--- config.mk ---
export PLATFORM = sky130hd
export DESIGN_NAME = mbrm_ctrl
export DESIGN_NICKNAME = d
export VERILOG_FILES = /design/src/rtl/mbrm_pkg.sv /design/src/rtl/mbrm_ctrl.sv
export SDC_FILE = /design/constraint.sdc
export NUM_CORES = 1
export LEC_CHECK = 0
export BUFFER_PORTS_ARGS = -buffer_cell sky130_fd_sc_hd__buf_2
export CAP_MARGIN = 5
export CORE_MARGIN = 3
export CORE_UTILIZATION = 50
export CTS_CLUSTER_SIZE = 40
export DETAILED_ROUTE_END_ITERATION = 8
export GPL_TIMING_DRIVEN = 0
export PLACE_DENSITY = 0.77
export SLEW_MARGIN = 20
export SYNTH_ARGS = -nofsm -noshare
export SYNTH_HDL_FRONTEND = slang
export SYNTH_SLANG_ARGS = --single-unit
--- constraint.sdc ---
create_clock -name clock -period 18.9 [get_ports clock]
set_clock_uncertainty 0.05 [all_clocks]
set_input_delay 0 -clock clock [delete_from_list [all_inputs] [get_ports clock]]
set_output_delay 0 -clock clock [all_outputs]
set_load 0.02 [all_outputs]
--- src/rtl/mbrm_pkg.sv ---
package mbrm_pkg;

   // Geometry of the ring and of the sample memory.
   localparam int MAX_BUFFERS = 8;
   localparam int MEM_WORDS   = 1024;
   localparam int WORD_BITS   = 16;
   localparam int MIN_BUFFERS = 2 + 1;

   localparam int IDX_W  = $clog2(MAX_BUFFERS);
   localparam int CNT_W  = $clog2(MAX_BUFFERS + 1);
   localparam int ADDR_W = $clog2(MEM_WORDS);

   // Fixed field widths of the ports.
   localparam int NB_W   = 4;
   localparam int BW_W   = 11;
   localparam int DATA_W = 16;
   localparam int CSR_W  = 11;

   localparam logic [NB_W-1:0] RESET_NUM_BUFFERS  = NB_W'(3);
   localparam logic [BW_W-1:0] RESET_BUFFER_WORDS = BW_W'(256);

   typedef enum logic [1:0] {
      KIND_WRITE   = 2'd0,
      KIND_READ    = 2'd1,
      KIND_FINISH  = 2'd2,
      KIND_RESTART = 2'd3
   } kind_type;

   typedef enum logic {
      CSR_NUM_BUFFERS  = 1'b0,
      CSR_BUFFER_WORDS = 1'b1
   } csr_index_type;

   typedef logic [IDX_W-1:0]     idx_type;
   typedef logic [BW_W-1:0]      count_type;
   typedef logic [ADDR_W-1:0]    addr_type;
   typedef logic [WORD_BITS-1:0] word_type;

   typedef struct packed {
      logic     wr_en;
      logic     rd_en;
      addr_type addr;
      word_type wdata;
   } mem_req_type;

   typedef struct packed {
      logic ok;
      logic is_read;
   } result_type;

   // Number of buffers the ring is laid out with: the register clamped to the legal range.
   function automatic logic [CNT_W-1:0] ring_count(input logic [NB_W-1:0] nb);
      logic [CNT_W-1:0] n;
      if (nb < NB_W'(MIN_BUFFERS)) begin
         n = CNT_W'(MIN_BUFFERS);
      end else if (nb > NB_W'(MAX_BUFFERS)) begin
         n = CNT_W'(MAX_BUFFERS);
      end else begin
         n = CNT_W'(nb);
      end
      return n;
   endfunction

   function automatic idx_type next_buffer(input idx_type i, input logic [CNT_W-1:0] ring);
      logic [CNT_W-1:0] n;
      n = CNT_W'(i) + CNT_W'(1);
      return (n >= ring) ? idx_type'(0) : idx_type'(n);
   endfunction

endpackage

--- src/rtl/mbrm_ctrl.sv ---
module mbrm_ctrl (
   input  logic                      clock,
   input  logic                      reset,
   input  logic                      go,
   input  mbrm_pkg::kind_type        kind,
   input  logic [15:0]               write_data,
   input  logic [mbrm_pkg::NB_W-1:0] num_buffers,
   input  mbrm_pkg::count_type       buffer_words,
   output mbrm_pkg::mem_req_type     mem_req,
   output mbrm_pkg::result_type      result
);
   import mbrm_pkg::*;

   count_type              fill_ff [MAX_BUFFERS];
   count_type              fill_in [MAX_BUFFERS];
   logic [MAX_BUFFERS-1:0] wr_hold_ff, wr_hold_in;
   logic [MAX_BUFFERS-1:0] rd_hold_ff, rd_hold_in;
   idx_type                wr_idx_ff, wr_idx_in;
   idx_type                rd_idx_ff, rd_idx_in;
   count_type              rd_off_ff, rd_off_in;

   logic [CNT_W-1:0]       ring;
   logic [NB_W+BW_W-1:0]   total_words;
   logic                   geo_ok;
   logic [MAX_BUFFERS-1:0] full_vec, exh_vec, empty_vec;
   idx_type                wr_nx, rd_nx, wr_tgt, rd_tgt, sel_buf;
   logic                   wr_move, rd_move;
   count_type              sel_word, wr_fill;
   logic [IDX_W+BW_W:0]    addr_sum;

   assign ring        = ring_count(num_buffers);
   assign total_words = (NB_W+BW_W)'(num_buffers) * (NB_W+BW_W)'(buffer_words);
   assign geo_ok      = (num_buffers >= NB_W'(MIN_BUFFERS)) &&
                        (num_buffers <= NB_W'(MAX_BUFFERS)) &&
                        (buffer_words != '0) &&
                        (total_words <= (NB_W+BW_W)'(MEM_WORDS));

   // Per-buffer status, so that the ring logic only picks single bits.
   always_comb begin
      for (int i = 0; i < MAX_BUFFERS; i++) begin
         full_vec[i]  = fill_ff[i] >= buffer_words;
         exh_vec[i]   = rd_off_ff >= fill_ff[i];
         empty_vec[i] = fill_ff[i] == '0;
      end
   end

   assign wr_nx   = next_buffer(wr_idx_ff, ring);
   assign rd_nx   = next_buffer(rd_idx_ff, ring);
   assign wr_move = full_vec[wr_idx_ff];
   assign rd_move = exh_vec[rd_idx_ff];
   assign wr_tgt  = wr_move ? wr_nx : wr_idx_ff;
   assign rd_tgt  = rd_move ? rd_nx : rd_idx_ff;
   assign wr_fill = fill_ff[wr_tgt];

   assign sel_buf  = (kind == KIND_READ) ? rd_tgt : wr_tgt;
   assign sel_word = (kind == KIND_READ) ? (rd_move ? '0 : rd_off_ff) : wr_fill;
   // The address wraps round the memory when the geometry was changed without a restart.
   assign addr_sum = (IDX_W+BW_W+1)'(sel_buf) * (IDX_W+BW_W+1)'(buffer_words) +
                     (IDX_W+BW_W+1)'(sel_word);

   always_comb begin
      fill_in    = fill_ff;
      wr_hold_in = wr_hold_ff;
      rd_hold_in = rd_hold_ff;
      wr_idx_in  = wr_idx_ff;
      rd_idx_in  = rd_idx_ff;
      rd_off_in  = rd_off_ff;
      mem_req.wr_en   = 1'b0;
      mem_req.rd_en   = 1'b0;
      mem_req.addr    = addr_sum[ADDR_W-1:0];
      mem_req.wdata   = WORD_BITS'(write_data);
      result.ok       = 1'b1;
      result.is_read  = 1'b0;
      case (kind)
         KIND_WRITE: begin
            if (!geo_ok || !wr_hold_ff[wr_idx_ff]) begin
               result.ok = 1'b0;
            end else if (wr_move && rd_hold_ff[wr_nx]) begin
               result.ok = 1'b0;
            end else begin
               if (wr_move) begin
                  wr_hold_in[wr_idx_ff] = 1'b0;
                  wr_hold_in[wr_nx]     = 1'b1;
                  wr_idx_in             = wr_nx;
               end
               if (wr_move && full_vec[wr_nx]) begin
                  result.ok = 1'b0;
               end else begin
                  mem_req.wr_en   = go;
                  fill_in[wr_tgt] = wr_fill + BW_W'(1);
               end
            end
         end
         KIND_READ: begin
            result.is_read = 1'b1;
            if (!geo_ok) begin
               result.ok = 1'b0;
            end else if (rd_move && wr_hold_ff[rd_nx]) begin
               result.ok = 1'b0;
            end else begin
               if (rd_move) begin
                  fill_in[rd_idx_ff]    = '0;
                  rd_hold_in[rd_idx_ff] = 1'b0;
                  rd_hold_in[rd_nx]     = 1'b1;
                  rd_idx_in             = rd_nx;
                  rd_off_in             = '0;
               end
               if (rd_move && empty_vec[rd_nx]) begin
                  result.ok = 1'b0;
               end else begin
                  mem_req.rd_en = go;
                  rd_off_in     = sel_word + BW_W'(1);
               end
            end
         end
         KIND_FINISH: begin
            wr_hold_in[wr_idx_ff] = 1'b0;
         end
         KIND_RESTART: begin
            for (int i = 0; i < MAX_BUFFERS; i++) begin
               fill_in[i] = '0;
            end
            wr_hold_in = '0;
            rd_hold_in = '0;
            wr_hold_in[0] = 1'b1;
            rd_idx_in  = IDX_W'(ring - CNT_W'(1));
            rd_hold_in[IDX_W'(ring - CNT_W'(1))] = 1'b1;
            wr_idx_in  = '0;
            rd_off_in  = '0;
         end
         default: begin
            result.ok = 1'b0;
         end
      endcase
   end

   always_ff @(posedge clock) begin
      if (reset) begin
         for (int i = 0; i < MAX_BUFFERS; i++) begin
            fill_ff[i] <= '0;
         end
         wr_hold_ff    <= MAX_BUFFERS'(1);
         rd_hold_ff    <= MAX_BUFFERS'(1) << (RESET_NUM_BUFFERS - NB_W'(1));
         wr_idx_ff     <= '0;
         rd_idx_ff     <= IDX_W'(RESET_NUM_BUFFERS - NB_W'(1));
         rd_off_ff     <= '0;
      end else if (go) begin
         fill_ff    <= fill_in;
         wr_hold_ff <= wr_hold_in;
         rd_hold_ff <= rd_hold_in;
         wr_idx_ff  <= wr_idx_in;
         rd_idx_ff  <= rd_idx_in;
         rd_off_ff  <= rd_off_in;
      end
   end

   // The reader always holds exactly one buffer, the one it points at.
   a_reader_onehot: assert property (@(posedge clock) disable iff (reset)
      $onehot(rd_hold_ff)) else $error("reader holds other than one buffer");

   a_reader_at_index: assert property (@(posedge clock) disable iff (reset)
      rd_hold_ff[rd_idx_ff]) else $error("reader does not hold its own buffer");

   // The writer holds at most its own buffer.
   a_writer_at_index: assert property (@(posedge clock) disable iff (reset)
      $onehot0(wr_hold_ff) &&
      ((wr_hold_ff & ~(MAX_BUFFERS'(1) << wr_idx_ff)) == '0))
      else $error("writer holds a buffer other than its own");

   a_no_write_after_finish: assert property (@(posedge clock) disable iff (reset)
      go && (kind == KIND_FINISH) |=> (wr_hold_ff == '0))
      else $error("writer still holds a buffer after finish");

   a_restart_layout: assert property (@(posedge clock) disable iff (reset)
      go && (kind == KIND_RESTART) |=>
      (wr_idx_ff == '0) && (rd_off_ff == '0) && (wr_hold_ff == MAX_BUFFERS'(1)))
      else $error("restart did not return to the initial layout");

endmodule

==> summary.txt <==
CP peak stage delay: 880 ps
Initial Utilization: 51.0%
Die Ht: 172 um
Root Driver: clkbuf_16
Layout cells sized above 1: 7.83%
Synthesized instance count: 1761
Setup TNS: 0 ps
Final core occ: 55.9%
Fin. Hold Viols: 0
Mapped Area: 13800 um^2
Filler instances: 2588
Worst EP arrival: 8830 ps
Post-Route WL: 62400 um
Initial DRC count: 2108
Antenna fix cells: 0
Hold depth: 5
Hold Startpoint: kind[1]
Multi-input logic area: 10400 um^2
Logic pwr share: 24.1%
Power per cell area: 54.0 nW/um^2
First-pass GRT wire length: 91000 um
WP buf/inv: 3
Non-filler cells, final: 2180
Reg2Reg Setup Slack: 11770 ps
Die Area: 29600 um^2
Setup bufs post-CTS: 0
Final setup viols: 0
Net Sw Frac: 34.1%
R2R depth: 19
Sequential power share: 31.8%
Post-synthesis mux area share: 1.58%
Fmax: 113 MHz
GR Overflow Total: 0
Critical Path Sink Type: primary output
Number of global-route vias before repair: 14251
RSZ-0062 raised after global routing: no
Routed vias: 15057
CTS tree: built
Seq. cell area: 2420 um^2
Cts repair resizes: 0
Net Sw Power: 278 uW
Clock transition at path regs: 70 ps
Sequential area share after synthesis: 17.6%
Avg Vias per Cell: 6.91
Cell mode on critical path: xnor2_1
IO Port Bufs: 44
# DRC: 0
CP Max Fanout: 10
Placed Cells: 2147
Syn. warnings: 0
# IOs: 66
Status: finished, final reports clean
Critical path's slowest cell: nor4_1
Largest net degree at the start of global routing: 17
Routed Antenna Nets: 0
GRT Util Overall: 41.8%
Main combinational cell family by area after synthesis: compound AO/OA/AOI/OAI gates
Crit path depth: 27
Worst path top cell family by delay: compound AO/OA/AOI/OAI gates
Worst Tran Pin Value: 1240 ps
Compound-Gate Fraction of Synth Area: 26.2%
Final hold slack: 118 ps
Internal power: 537 uW
Rows: 60
WP data required: 18850 ps
Post-CTS Hold Fix Bufs: 1
Synth cell types: 96
Synth Flop Type: dfxtp_1
Hold EP: rd_hold_ff[3]
Clock power frac: 44.0%
Period utilisation layout: 47.0%
Asr flop ratio synth: 0%
Area delta synth->final: 9.56%
Hold crit path type: in2reg
Synth Net Count: 2047
Routed wire per std cell: 28.6 um
Slew Limit Headroom: 16.8%
Avg Inst Size Synth: 7.83 um^2
FF+latch count, synth: 121
Max clock buf depth: 2
Adder-cell area share of the yosys netlist: 24.6%
Hpwl dp: 49000 um
Synth Area in Simple Gates: 20.4%
CORE AREA: 27000 um^2
Max Slew Vio Count: 0
H-tree depth: 4
TritonCTS Buffers: 17
Crit path time final: 8880 ps
Initial antenna violation count: 2
Post-Synth XOR/XNOR Area: 2.15%
Final #Nets: 2112
Static leakage: 0.00629 uW
Number of synthesized flops with an enable pin: 0
Gpl congestion: 1.06
CP Class: reg2out
CP startpoint kind: register
Max-Cap Viols: 0
Clk_lat worst skew: 440 ps
Maximum vdd drop: 0.0593 mV
CTS Sinks: 121
Die Width: 172 um
First-pass iteration count of the detailed router: 5
==> layout by cell type (no fill, tap or decap), drive strengths merged, types with 23 or more instances in the layout <==
cell type	synthesis	final
nand2	143	143
nor4	31	31
a22oi	49	49
nand3	47	47
nor3	30	30
o21ai	77	77
a21o	27	27
and2	51	51
a21oi	106	106
nor2	156	156
ha	217	217
buf	35	80
clkbuf	57	75
a211oi	23	23
inv	155	161
fa	33	33
nand2b	27	27
o22ai	26	26
dfxtp	121	121
==> how the worst max path moves through the flow <==
stage	from	end
6_report	rd_off_ff[10]	mem_req[25]
5_1_grt	rd_off_ff[0]	mem_req[25]
4_1_cts	rd_off_ff[10]	mem_req[25]
3_5_place_dp	rd_off_ff[10]	mem_req[25]
3_3_place_gp	rd_off_ff[10]	mem_req[25]
2_1_floorplan	wr_idx_ff[0]	mem_req[25]
==> area by class of cell <==
cell class | instances | area share (%)
tap | 341 | 2.82
timing repair buffer | 46 | 1.57
buffer | 92 | 2.92
multi-input combinational | 1392 | 68.7
sequential | 121 | 16.0
clock buffer | 18 | 2.84
clock inverter | 14 | 1.24
inverter | 156 | 3.87
==> worst reg2reg max path: stages (launching register included) <==
cell       delay [ps]
dfxtp_1           540
inv_1             120
ha_1              290
nor2b_1           130
o21ai_0           180
a221oi_1          870
o2bb2ai_1         250
a311o_1           370
buf_2             330
nor3_1             90
a21oi_1           720
a2111o_1          280
a32o_1            360
clkbuf_1          710
inv_1             100
ha_1              270
nand3_1           210
nor3_2            100
mux2i_1           790
o22ai_1           180
==> logic make-up (layout without fill, tap and decap cells) <==
group                    after synthesis  in the layout
XOR/XNOR                              33             33
AO/OA/AOI/OAI                        519            519
buffers and inverters                248            326
flip-flops                           121            121
AND/OR/NAND/NOR                      568            568
adder cells (fa/ha/maj)              252            252
multiplexers                          20             20
==> Yosys cell counts, drive strengths merged, types with 22 or more instances <==
cell / count / share of area (%)
nand3: 47 / 1.7
fa: 33 / 4.8
a21oi: 106 / 3.8
nor3: 30 / 1.2
a22oi: 49 / 2.7
clkbuf: 57 / 1.6
nor2: 156 / 4.3
dfxtp: 121 / 18
nand2b: 27 / 1.2
ha: 217 / 20
a211oi: 23 / 1.3
inv: 155 / 4.2
buf: 35 / 1.6
o22ai: 26 / 1.2
a21o: 27 / 1.5
o211ai: 22 / 1.2
nor4: 31 / 1.5
nand2: 143 / 3.9
o21ai: 77 / 2.8
and2: 51 / 2.3
==> power by group through the flow <==
stage	Combinational, uW	Clock (uW)	Sequential [uW]
3_5_place_dp	191	0	265
2_1_floorplan	133	0	264
4_1_cts	192	355	259
3_3_place_gp	186	0	265
6_report	197	359	260
5_1_grt	215	366	260
==> through the flow <==
stage | total power (uW) | worst slack [ps] | instance area (um^2)
4_1_cts | 807 | 10270 | 15100
2_1_floorplan | 398 | 12770 | 13800
3_5_place_dp | 456 | 10760 | 14500
6_report | 816 | 10020 | 15100
3_3_place_gp | 451 | 10770 | 14400
5_1_grt | 841 | 9650 | 15100
==> routing by layer <==
metal / GRT usage [%] / vias up / share of wire, %
li1: - / 6616 / -
met1: 52.1 / 7117 / 37
met5: 0 / - / 0.054
met4: 25.5 / 4 / 7.3
met2: 64.8 / 1052 / 43
met3: 11.0 / 268 / 12
Power figures use the tool's default switching activity.
